==> config.mk <==
export PLATFORM = sky130hd
export DESIGN_NAME = position_ramp_with_slowdown
export DESIGN_NICKNAME = d
export VERILOG_FILES = /design/src/rtl/prs_pkg.sv /design/src/rtl/prs_div.sv /design/src/rtl/position_ramp_with_slowdown.sv
export SDC_FILE = /design/constraint.sdc
export NUM_CORES = 2
export LEC_CHECK = 0
export BUFFER_PORTS_ARGS = -buffer_cell sky130_fd_sc_hd__buf_2
export CORE_ASPECT_RATIO = 0.6
export CORE_UTILIZATION = 40
export DETAILED_ROUTE_END_ITERATION = 12
export SLEW_MARGIN = 20
export SYNTH_ARGS = -nofsm -noshare
export SYNTH_HDL_FRONTEND = slang
export SYNTH_SLANG_ARGS = --single-unit
export TNS_END_PERCENT = 5
==> constraint.sdc <==
create_clock -name clock -period 11 [get_ports clock]
set_input_delay 1.1 -clock clock [delete_from_list [all_inputs] [get_ports clock]]
set_output_delay 1.1 -clock clock [all_outputs]
set_load 0.02 [all_outputs]
==> src/rtl/prs_pkg.sv <==
// shared constants, types and helpers for the position ramp block
package prs_pkg;

   localparam int unsigned POS_W      = 15;
   localparam int unsigned TARGET_W   = 17;
   localparam int unsigned STEP_W     = 13;
   localparam int unsigned ZONE_W     = 16;
   localparam int unsigned SPEED_W    = 20;
   localparam int unsigned RATIO_W    = 17;
   localparam int unsigned DIVIDEND_W = 28;
   localparam int unsigned CSR_IDX_W  = 2;
   localparam int unsigned CSR_DATA_W = 20;

   localparam int unsigned POS_LIMIT     = 30200;
   localparam int unsigned RATIO_ONE     = 65536;
   localparam int unsigned RATIO_DEFAULT = 3277;

   localparam logic [CSR_IDX_W-1:0] REG_MAX_STEP  = 2'd0;
   localparam logic [CSR_IDX_W-1:0] REG_SLOW_ZONE = 2'd1;
   localparam logic [CSR_IDX_W-1:0] REG_MIN_RATIO = 2'd2;

   typedef struct packed {
      logic              done;
      logic [STEP_W-1:0] quo;
   } div_result_type;

   function automatic logic [STEP_W-1:0] at_least_one(logic [STEP_W-1:0] v);
      return (v == '0) ? STEP_W'(1) : v;
   endfunction

endpackage

==> src/rtl/prs_div.sv <==
// iterative restoring divider, one quotient bit per cycle, rounds the quotient up
module prs_div (
   input  logic                                clock,
   input  logic                                reset,
   input  logic                                start,
   input  logic [prs_pkg::DIVIDEND_W-1:0]      dividend,
   input  logic [prs_pkg::ZONE_W-1:0]          divisor,
   output prs_pkg::div_result_type             result
);

   localparam int unsigned CNT_W = $clog2(prs_pkg::DIVIDEND_W + 1);

   logic                              busy_ff, busy_in;
   logic                              done_ff, done_in;
   logic [CNT_W-1:0]                  cnt_ff, cnt_in;
   logic [prs_pkg::ZONE_W-1:0]        rem_ff, rem_in;
   logic [prs_pkg::DIVIDEND_W-1:0]    quo_ff, quo_in;
   logic [prs_pkg::ZONE_W:0]          trial;
   logic [prs_pkg::ZONE_W:0]          trial_sub;
   logic                              fits;

   always_comb begin
      trial     = {rem_ff, quo_ff[prs_pkg::DIVIDEND_W-1]};
      trial_sub = trial - {1'b0, divisor};
      fits      = trial >= {1'b0, divisor};
      busy_in   = busy_ff;
      done_in   = 1'b0;
      cnt_in    = cnt_ff;
      rem_in    = rem_ff;
      quo_in    = quo_ff;
      if (start) begin
         busy_in = 1'b1;
         cnt_in  = CNT_W'(prs_pkg::DIVIDEND_W);
         rem_in  = '0;
         quo_in  = dividend;
      end else if (busy_ff) begin
         rem_in = fits ? trial_sub[prs_pkg::ZONE_W-1:0] : trial[prs_pkg::ZONE_W-1:0];
         quo_in = {quo_ff[prs_pkg::DIVIDEND_W-2:0], fits};
         cnt_in = cnt_ff - CNT_W'(1);
         if (cnt_ff == CNT_W'(1)) begin
            busy_in = 1'b0;
            done_in = 1'b1;
         end
      end
   end

   always_ff @(posedge clock) begin
      if (reset) begin
         busy_ff <= 1'b0;
         done_ff <= 1'b0;
         cnt_ff  <= '0;
      end else begin
         busy_ff <= busy_in;
         done_ff <= done_in;
         cnt_ff  <= cnt_in;
      end
      rem_ff <= rem_in;
      quo_ff <= quo_in;
   end

   // quotient never exceeds the full step, so the low bits carry it all
   assign result.done = done_ff;
   assign result.quo  = quo_ff[prs_pkg::STEP_W-1:0]
                      + prs_pkg::STEP_W'(rem_ff != '0);

endmodule

==> src/rtl/position_ramp_with_slowdown.sv <==
// top level of the position ramp generator with a slowdown zone
// Moves a stored position toward each requested target by one step and returns
// the new position, clamped to 0..30200.
// req channel: req_valid/req_stall with req_target (signed). One request is
// taken at a time; req_stall stays high while a request is being worked on.
// rsp channel: rsp_valid/rsp_stall with rsp_position, one response per request.
// csr channel: csr_valid/csr_ready, csr_index selects max_step (0), slow_zone
// (1) or min_ratio (2); csr_ready is always high. Write only while idle.
// Outside the slow zone the step is found in the check state; inside it the
// step is set by the shared 20x32 multiplier (three passes) and the
// bit-serial divider that divides by the zone width.
// The finish state waits until the response register is free.
// A new request is taken while the previous response still waits; the result
// of that request is held until the response register frees up.
// Reset: synchronous, clears the position to 0 and loads the register defaults
// max_step 2560, slow_zone 4200, min_ratio 6554.
module position_ramp_with_slowdown (
   input  logic                                 clock,
   input  logic                                 reset,
   input  logic                                 req_valid,
   output logic                                 req_stall,
   input  logic signed [prs_pkg::TARGET_W-1:0]  req_target,
   output logic                                 rsp_valid,
   input  logic                                 rsp_stall,
   output logic [prs_pkg::POS_W-1:0]            rsp_position,
   input  logic                                 csr_valid,
   output logic                                 csr_ready,
   input  logic [prs_pkg::CSR_IDX_W-1:0]        csr_index,
   input  logic [prs_pkg::CSR_DATA_W-1:0]       csr_data
);

   typedef enum logic [3:0] {
      ST_IDLE, ST_CHECK, ST_MUL_RZ, ST_MUL_D, ST_SUM, ST_MUL_S,
      ST_DIV_START, ST_DIV_WAIT, ST_FINISH
   } state_type;

   localparam int unsigned PROD_W = prs_pkg::SPEED_W + 32;

   state_type                               state_ff, state_in;
   logic [prs_pkg::SPEED_W-1:0]             max_step_ff, max_step_in;
   logic [prs_pkg::ZONE_W-1:0]              slow_zone_ff, slow_zone_in;
   logic [prs_pkg::RATIO_W-1:0]             min_ratio_ff, min_ratio_in;
   logic [prs_pkg::POS_W-1:0]               cur_ff, cur_in;
   logic signed [prs_pkg::TARGET_W-1:0]     target_ff, target_in;
   logic [prs_pkg::TARGET_W-1:0]            dist_ff, dist_in;
   logic                                    up_ff, up_in;
   logic [PROD_W-1:0]                       prod_ff, prod_in;
   logic [31:0]                             acc_ff, acc_in;
   logic [prs_pkg::STEP_W-1:0]              step_ff, step_in;
   logic                                    rsp_valid_ff, rsp_valid_in;
   logic [prs_pkg::POS_W-1:0]               rsp_position_ff, rsp_position_in;

   logic [prs_pkg::RATIO_W-1:0]             ratio_eff;
   logic [prs_pkg::RATIO_W-1:0]             ratio_inv;
   logic [prs_pkg::TARGET_W:0]              diff;
   logic [prs_pkg::TARGET_W:0]              diff_neg;
   logic [prs_pkg::STEP_W-1:0]              fast_step;
   logic [prs_pkg::SPEED_W-1:0]             mul_a;
   logic [31:0]                             mul_b;
   logic [prs_pkg::DIVIDEND_W-1:0]          dividend;
   logic [prs_pkg::TARGET_W:0]              sum_up;
   logic [prs_pkg::TARGET_W:0]              sum_dn;
   logic [prs_pkg::TARGET_W:0]              moved;
   logic [prs_pkg::POS_W-1:0]               next_pos;
   logic                                    accept;
   logic                                    out_free;
   logic                                    div_start;
   prs_pkg::div_result_type                 div_res;

   prs_div u_div (
      .clock    (clock),
      .reset    (reset),
      .start    (div_start),
      .dividend (dividend),
      .divisor  (slow_zone_ff),
      .result   (div_res)
   );

   assign req_stall    = (state_ff != ST_IDLE);
   assign accept       = req_valid && !req_stall;
   assign out_free     = !rsp_valid_ff || !rsp_stall;
   assign div_start    = (state_ff == ST_DIV_START);
   assign csr_ready    = 1'b1;
   assign rsp_valid    = rsp_valid_ff;
   assign rsp_position = rsp_position_ff;

   always_comb begin
      priority if (min_ratio_ff == '0) begin
         ratio_eff = prs_pkg::RATIO_W'(prs_pkg::RATIO_DEFAULT);
      end else if (min_ratio_ff > prs_pkg::RATIO_W'(prs_pkg::RATIO_ONE)) begin
         ratio_eff = prs_pkg::RATIO_W'(prs_pkg::RATIO_ONE);
      end else begin
         ratio_eff = min_ratio_ff;
      end
      ratio_inv = prs_pkg::RATIO_W'(prs_pkg::RATIO_ONE) - ratio_eff;

      diff     = {req_target[prs_pkg::TARGET_W-1], req_target}
               - {3'b000, cur_ff};
      diff_neg = -diff;
      fast_step = {1'b0, max_step_ff[prs_pkg::SPEED_W-1:8]}
                + prs_pkg::STEP_W'(max_step_ff[7:0] != '0);

      // shared multiplier operand select
      unique case (state_ff)
         ST_MUL_RZ: begin
            mul_a = prs_pkg::SPEED_W'(ratio_eff);
            mul_b = 32'(slow_zone_ff);
         end
         ST_MUL_D: begin
            mul_a = prs_pkg::SPEED_W'(ratio_inv);
            mul_b = 32'(dist_ff[prs_pkg::ZONE_W-1:0]);
         end
         ST_MUL_S: begin
            mul_a = max_step_ff;
            mul_b = acc_ff;
         end
         default: begin
            mul_a = '0;
            mul_b = '0;
         end
      endcase

      // ceil of the product over 2^24 before the zone divide
      dividend = prod_ff[PROD_W-1:24] + prs_pkg::DIVIDEND_W'(prod_ff[23:0] != '0);

      sum_up = {3'b000, cur_ff} + (prs_pkg::TARGET_W + 1)'(step_ff);
      sum_dn = {3'b000, cur_ff} - (prs_pkg::TARGET_W + 1)'(step_ff);
      priority if (dist_ff <= prs_pkg::TARGET_W'(step_ff)) begin
         moved = {target_ff[prs_pkg::TARGET_W-1], target_ff};
      end else if (up_ff) begin
         moved = sum_up;
      end else begin
         moved = sum_dn;
      end
      priority if (moved[prs_pkg::TARGET_W]) begin
         next_pos = '0;
      end else if (moved > (prs_pkg::TARGET_W + 1)'(prs_pkg::POS_LIMIT)) begin
         next_pos = prs_pkg::POS_W'(prs_pkg::POS_LIMIT);
      end else begin
         next_pos = moved[prs_pkg::POS_W-1:0];
      end
   end

   always_comb begin
      state_in        = state_ff;
      max_step_in     = max_step_ff;
      slow_zone_in    = slow_zone_ff;
      min_ratio_in    = min_ratio_ff;
      cur_in          = cur_ff;
      target_in       = target_ff;
      dist_in         = dist_ff;
      up_in           = up_ff;
      prod_in         = prod_ff;
      acc_in          = acc_ff;
      step_in         = step_ff;
      rsp_valid_in    = rsp_valid_ff && rsp_stall;
      rsp_position_in = rsp_position_ff;

      if (csr_valid && csr_ready) begin
         unique case (csr_index)
            prs_pkg::REG_MAX_STEP:  max_step_in  = csr_data;
            prs_pkg::REG_SLOW_ZONE: slow_zone_in = csr_data[prs_pkg::ZONE_W-1:0];
            prs_pkg::REG_MIN_RATIO: min_ratio_in = csr_data[prs_pkg::RATIO_W-1:0];
            default: ;
         endcase
      end

      unique case (state_ff)
         ST_IDLE: begin
            if (accept) begin
               target_in = req_target;
               dist_in   = diff[prs_pkg::TARGET_W] ? diff_neg[prs_pkg::TARGET_W-1:0]
                                                   : diff[prs_pkg::TARGET_W-1:0];
               up_in     = !diff[prs_pkg::TARGET_W];
               state_in  = ST_CHECK;
            end
         end
         ST_CHECK: begin
            if (dist_ff < prs_pkg::TARGET_W'(slow_zone_ff)) begin
               state_in = ST_MUL_RZ;
            end else begin
               step_in  = prs_pkg::at_least_one(fast_step);
               state_in = ST_FINISH;
            end
         end
         ST_MUL_RZ: begin
            prod_in  = PROD_W'(mul_a) * PROD_W'(mul_b);
            state_in = ST_MUL_D;
         end
         ST_MUL_D: begin
            acc_in   = prod_ff[31:0];
            prod_in  = PROD_W'(mul_a) * PROD_W'(mul_b);
            state_in = ST_SUM;
         end
         ST_SUM: begin
            // stays below 2^32 since the distance is inside the zone
            acc_in   = acc_ff + prod_ff[31:0];
            state_in = ST_MUL_S;
         end
         ST_MUL_S: begin
            prod_in  = PROD_W'(mul_a) * PROD_W'(mul_b);
            state_in = ST_DIV_START;
         end
         ST_DIV_START: begin
            state_in = ST_DIV_WAIT;
         end
         ST_DIV_WAIT: begin
            if (div_res.done) begin
               step_in  = prs_pkg::at_least_one(div_res.quo);
               state_in = ST_FINISH;
            end
         end
         ST_FINISH: begin
            if (out_free) begin
               cur_in          = next_pos;
               rsp_valid_in    = 1'b1;
               rsp_position_in = next_pos;
               state_in        = ST_IDLE;
            end
         end
         default: state_in = ST_IDLE;
      endcase
   end

   always_ff @(posedge clock) begin
      if (reset) begin
         state_ff     <= ST_IDLE;
         max_step_ff  <= prs_pkg::SPEED_W'(2560);
         slow_zone_ff <= prs_pkg::ZONE_W'(4200);
         min_ratio_ff <= prs_pkg::RATIO_W'(6554);
         cur_ff       <= '0;
         rsp_valid_ff <= 1'b0;
      end else begin
         state_ff     <= state_in;
         max_step_ff  <= max_step_in;
         slow_zone_ff <= slow_zone_in;
         min_ratio_ff <= min_ratio_in;
         cur_ff       <= cur_in;
         rsp_valid_ff <= rsp_valid_in;
      end
      target_ff       <= target_in;
      dist_ff         <= dist_in;
      up_ff           <= up_in;
      prod_ff         <= prod_in;
      acc_ff          <= acc_in;
      step_ff         <= step_in;
      rsp_position_ff <= rsp_position_in;
   end

   a_accept_starts: assert property (@(posedge clock) disable iff (reset)
      accept |=> state_ff == ST_CHECK)
      else $error("accepted request did not start the sequence");

   a_step_nonzero: assert property (@(posedge clock) disable iff (reset)
      state_ff == ST_FINISH |-> step_ff != '0)
      else $error("zero step at finish");

   a_pos_in_range: assert property (@(posedge clock) disable iff (reset)
      rsp_valid_ff |-> rsp_position_ff <= prs_pkg::POS_W'(prs_pkg::POS_LIMIT))
      else $error("position out of range");

   a_div_done_waiting: assert property (@(posedge clock) disable iff (reset)
      div_res.done |-> state_ff == ST_DIV_WAIT)
      else $error("divider finished outside its wait state");

   a_resp_matches_pos: assert property (@(posedge clock) disable iff (reset)
      (state_ff == ST_FINISH && out_free) |=> rsp_valid_ff && rsp_position_ff == cur_ff)
      else $error("response does not match stored position");

endmodule

* Yosys cells after proc, flatten, opt, wreduce, memory -nomap -nowiden
Index checks and enable logic that the tools add are counted.
Word-level totals: register bits after elaboration 271, output and inout bits 18
Cells by class: $add $sub $neg 11, $mul 1, magnitude comparators 5, equal/unequal tests 15, mux-type cells 31, bitwise gates (word level) 1, reduce and logical (&&, ||, !) cells 29
Operators by type and width (number):
- 32-bit case mux with 3 select lines | 1
- 32-bit case mux with 2 select lines | 1
- 20-bit case mux with 3 select lines | 1
- 28-bit 2-to-1 mux | 2
- 20-bit by 32-bit multiplier with 52-bit output | 1
- 13-bit 2-to-1 mux | 4
- 17-bit 2-to-1 mux | 3
- 18-bit 2-to-1 mux | 2
- 4-bit case mux with 9 select lines | 1
- 32-bit adder | 1
- 15-bit 2-to-1 mux | 2
- 28-bit by 1-bit adder with 28-bit output | 1
- 13-bit logical NOT | 2
- 13-bit case mux with 2 select lines | 1
- 24-bit nonzero test | 1
- 18-bit by 15-bit > comparator with 1-bit output (second input constant) | 1
- 17-bit by 16-bit subtractor with 18-bit output | 1
- 17-bit by 16-bit >= comparator with 1-bit output | 1
- 17-bit > comparator (second input constant) | 1
- 17-bit by 13-bit <= comparator with 1-bit output | 1
- 17-bit logical NOT | 1
- 17-bit by 16-bit less-than comparator with 1-bit output | 1
- 17-bit negation | 1
- 17-bit subtractor (first input constant) | 1
- other kinds (33) | 60

* Depth between registers and ports, before layout
word-level depth 6, gate-level depth with buffers 44, depth with buffers taken out 39

* Hierarchy
Synthesis repeated with hierarchy kept, for this count alone.
Unflattened totals: cell total of the unflattened synthesis 4363, area, all modules 37893.8 µm²
Modules (own cells, without submodules):
- position_ramp_with_slowdown | instances 1, cells each 4007, area each 34546.9 µm²
- prs_div | instances 1, cells each 356, area each 3347.0 µm²

* Worst setup path after synthesis
OpenSTA, ideal clock, no wires.
path kind register to register, from register min_ratio_ff[11] in the netlist's numbering, to register prod_ff[48] (data pin), library setup time 0.272 ns, arrival 9.061 ns, data required time 10.728 ns, slack 1.668 ns, cell stages (with the launch flop) 39, path buffers 3, clock period less this slack 9.332 ns, cell sequence dfxtp_1 > buf_2 > or3_1 > nor3_2 > and2_1 > clkbuf_1 > nor2_1 > nor2_1 > inv_1 > ha_1 > o21ai_1 > o21ai_0 > a21oi_1 > o211ai_1 > nand2_1 > clkbuf_1 > nor2_1 > fa_1 > (+3 left out) > inv_1 > fa_1 > fa_1 > fa_1 > inv_1 > fa_1 > inv_1 > ha_1 > a21o_1 > a31o_1 > a221o_1 > a211o_1 > a2bb2oi_2 > o21bai_1 > a211o_2 > a21oi_4 > nor4_1 > or4b_1
On the way: longest elaborated chain between the ends 6, elaborated cells on any way between the ends 7, classes of those cells add/sub: 1; mul: 1; order compare: 1; mux: 3; reduce/logical: 1
Ends and longest elaborated chain:
- from (decl) | RTL line position_ramp_with_slowdown.sv:42 | logic [prs_pkg::RATIO_W-1:0] min_ratio_ff, min_ratio_in;
- from (signal assigned) | RTL line position_ramp_with_slowdown.sv:230 | min_ratio_ff <= prs_pkg::RATIO_W'(6554);
- from (signal assigned) | RTL line position_ramp_with_slowdown.sv:237 | min_ratio_ff <= min_ratio_in;
- 17-bit > comparator | RTL line position_ramp_with_slowdown.sv:90 | end else if (min_ratio_ff > prs_pkg::RATIO_W'(prs_pkg::RATIO_ONE)) begin
- 17-bit 2-to-1 mux | RTL line position_ramp_with_slowdown.sv:90
- 17-bit 2-to-1 mux (*) | RTL line position_ramp_with_slowdown.sv:88 | priority if (min_ratio_ff == '0) begin
- 17-bit subtractor | RTL line position_ramp_with_slowdown.sv:95 | ratio_inv = prs_pkg::RATIO_W'(prs_pkg::RATIO_ONE) - ratio_eff;
- 20-bit case mux with 3 select lines (*) | RTL line position_ramp_with_slowdown.sv:104 | unique case (state_ff)
- 20-bit by 32-bit multiplier with 52-bit output (*) | RTL line position_ramp_with_slowdown.sv:187, position_ramp_with_slowdown.sv:192, position_ramp_with_slowdown.sv:201
- to (signal assigned) | RTL line position_ramp_with_slowdown.sv:244 | prod_ff <= prod_in;
- to (decl) | RTL line position_ramp_with_slowdown.sv:47 | logic [PROD_W-1:0] prod_ff, prod_in;
Every way passes the cells marked *; elsewhere a longest branch is shown, timed or not. A chain may end at the register's enable or synchronous reset.

* Worst setup path after layout
from register min_ratio_ff[3] in the netlist's numbering, to register prod_ff[48] (data pin)
Same word-level chain as after synthesis.

==> metrics.yaml <==
yosys:
  synth_ff_type: "edfxtp_1"
  yosys-top-cells-area: "fa_1, edfxtp_1, ha_1"
  netlist_area_mm2: 0.0377
  ys_seq_area_frac: 0.190
  syn_inst: 4342
  synth_cell_types: 93
  yosys_warnings: 0
  yosys.area.top_type_share: 0.287
  synth_area_leader_cell: "fa_1"
  ys_ff_latch: 271
  synth_edf_count: 175
  syn-num-nets: 5215
  synth_area_per_cell_um2: 8.68
  synthArstFlopShare: 0
routing:
  drt-initial-drc-count: 3312
  drtPass1Iterations: 6
  vias: 30500
  wl_per_cell_um: 22.6
  vias_per_cell: 5.49
  drc: 0
  wl_um: 125000
  antenna_left: 0
floorplanning:
  start_util: 0.407
  die_y_um: 240
  ios: 62
  die-area_mm2: 0.0955
  die_w_um: 398
  core_area_mm2: 0.0925
  fp-row-count: 86
critical_path:
  crit_arrival_ns: 10.73
  crit_buf_inv: 5
  end_kind: "flip-flop"
  cpMostUsedCell: "fa_1"
  cp_top_family: "adder cells"
  crit_slowest_cell: "fa_1"
  crit_type: "flip-flop to flip-flop"
  critPathLaunchType: "flip-flop"
  crit_fanout: 9
  slowest_delay_ns: 0.57
  crit_required_ns: 11.30
pwr:
  power.internal_uw: 1840
  vdd_ir_drop_max_mv: 0.0881
  combPwrFrac: 0.218
  seq_power_share: 0.435
  p_sw_uw: 906
  clkPwrFrac: 0.347
  p_sw_frac: 0.330
  leakage_uw: 0.0179
  power_uw: 2750
  powerDensity_mw_per_mm2: 68.3
place:
  gp_congestion: 0.974
  hpwl_um: 103000
  numPortBuffers: 60
  place_ws_ns: 0.662
  dp.cells: 5505
timing:
  period_share: 0.948
  slew_headroom: 0.191
  period_needed_ns: 10.42
  fmax_ghz: 0.0959
  slew_viol_final: 0
  grt_setup_unrepaired: "no"
  fin_worst_skew_ns: 0.0316
  fin_ws_ns: 0.576
  tightest_slew_ns: 1.20
  setup_tns_ns: 0
  finalSetupViolCount: 0
  hold_violations: 0
clock_network:
  clkSinkCount: 271
  hold_buffers: 0
  clkLatencyLatePin_ns: 0.58
  cts_buffer_depth: 3
  path_clk_slew_ns: 0.07
  cts_inserted_buffers: 25
  cts_tree: "yes"
  cts-htree-levels: 1
  root_buffer: "clkbuf_16"
cells_and_area:
  synthToLayoutAreaGrowth_pct: 6.65
  final_nets: 5173
  fin_cells: 5551
  final_cell_mix: "inv_1, nand2_1, fa_1"
  n_fill_cell: 9152
  drive_above_1_share: 0.0560
  final_common_cell: "inv_1"
global_routing:
  antenna_found_initial: 4
  grt_pass1_vias: 29000
  track_usage: 0.267
  grt_overflow_total: 0
  grt_pass1_wl_um: 190000
  grt_start_max_net_pins: 66
min_path:
  min_path_type: "flip-flop to flip-flop"
run:
  maxCapViolations: 0
outcome:
  status: "finished clean"
## registers in the layout (all words and copies together) (netlist names), 17 cells and up
register	cells
min_ratio_ff	17
prod_ff	52
u_div.quo_ff	28
dist_ff	17
acc_ff	32
target_ff	17
max_step_ff	20
## layout make-up
type	count	area [µm²]	area share
clock inverters	12	111	0.00277
well taps	1232	1540	0.0383
repair buffers	128	811	0.0202
inverters	706	2650	0.0659
clock buffers	33	728	0.0181
diodes	1	2.50	0.0000622
multi-input cells	3168	27200	0.676
flip-flops and latches	271	7180	0.179
## power by group through the flow
stage	clock network, µW	logic, µW	registers (µW)
2_1_floorplan	0	402	1190
3_3_place_gp	0	569	1210
6_report	955	599	1200
5_1_grt	1000	649	1200
3_5_place_dp	0	574	1220
4_1_cts	960	577	1190
## cell usage after synthesis (30+ instances only)
master    number
a21o_1        62
nor2_1       368
o21a_1        38
o21ai_0      155
nor3_1        42
xnor2_1      114
nand2b_1      30
ha_1         288
fa_1         541
edfxtp_1     175
nand2_1      699
inv_1        706
clkbuf_1     160
and3_1        31
xor2_1        63
a21oi_1      205
mux2i_1       36
and2_1        47
dfxtp_1       96
nand3_1       63
## per-stage QoR
step | util | hold slack (ns) | cell area [µm²]
global route | 0.435 | 0.493 | 40200
detailed placement | 0.425 | 0.464 | 39300
floorplan | - | 0.449 | 37700
finish | 0.435 | 0.474 | 40200
CTS | 0.434 | 0.474 | 40200
global placement | 0.425 | 0.463 | 39300
## worst reg2reg max path, delay by kind of cell (launching register included)
kind / cells / cell delay [ns]
AOI/OAI and AO/OA: 12 / 3.03
adders and majority gates: 9 / 4.08
buffers and inverters: 5 / 0.28
DFF: 1 / 0.39
and+or+nand+nor: 9 / 2.38
## metal layers
| metal | share of wire | vias to the layer above | GRT usage |
|---|---|---|---|
| met5 | 0.000096 | - | 0 |
| met2 | 0.34 | 1533 | 0.309 |
| met3 | 0.16 | 90 | 0.136 |
| met4 | 0.011 | 2 | 0.0284 |
| li1 | - | 13900 | - |
| met1 | 0.49 | 14900 | 0.428 |
## worst paths after layout
check / start / endpoint / slack [ns] / cells after the start
max: min_ratio_ff[3]$_SDFFE_PP1P_ / prod_ff[48]$_DFFE_PN_ / 0.58 / 35
min: slow_zone_ff[7]$_SDFFE_PP0P_ / slow_zone_ff[7]$_SDFFE_PP0P_ / 0.47 / 2
max reg2reg: min_ratio_ff[3]$_SDFFE_PP1P_ / prod_ff[48]$_DFFE_PN_ / 0.58 / 35
min reg2reg: slow_zone_ff[7]$_SDFFE_PP0P_ / slow_zone_ff[7]$_SDFFE_PP0P_ / 0.47 / 2
## timing repair
item                                    4_1_cts  5_1_grt
endpoints found under the setup margin        0        3
resized for setup                             0        3
buffers inserted                              0        0
## cell families (layout without fill, tap and decap cells)
family | count (synthesis) | count (layout) | share of synthesized area
buffers and inverters | 903 | 879 | 0.0910
AND/OR/NAND/NOR | 1433 | 1433 | 0.166
AO/OA/AOI/OAI | 686 | 686 | 0.117
flip-flops | 271 | 271 | 0.190
multiplexers | 42 | 42 | 0.0113
other | 1 | 2 | 0.0000995
adder cells (fa/ha/maj) | 829 | 829 | 0.383
XOR/XNOR | 177 | 177 | 0.0411
(Power assumes the default switching activity.)
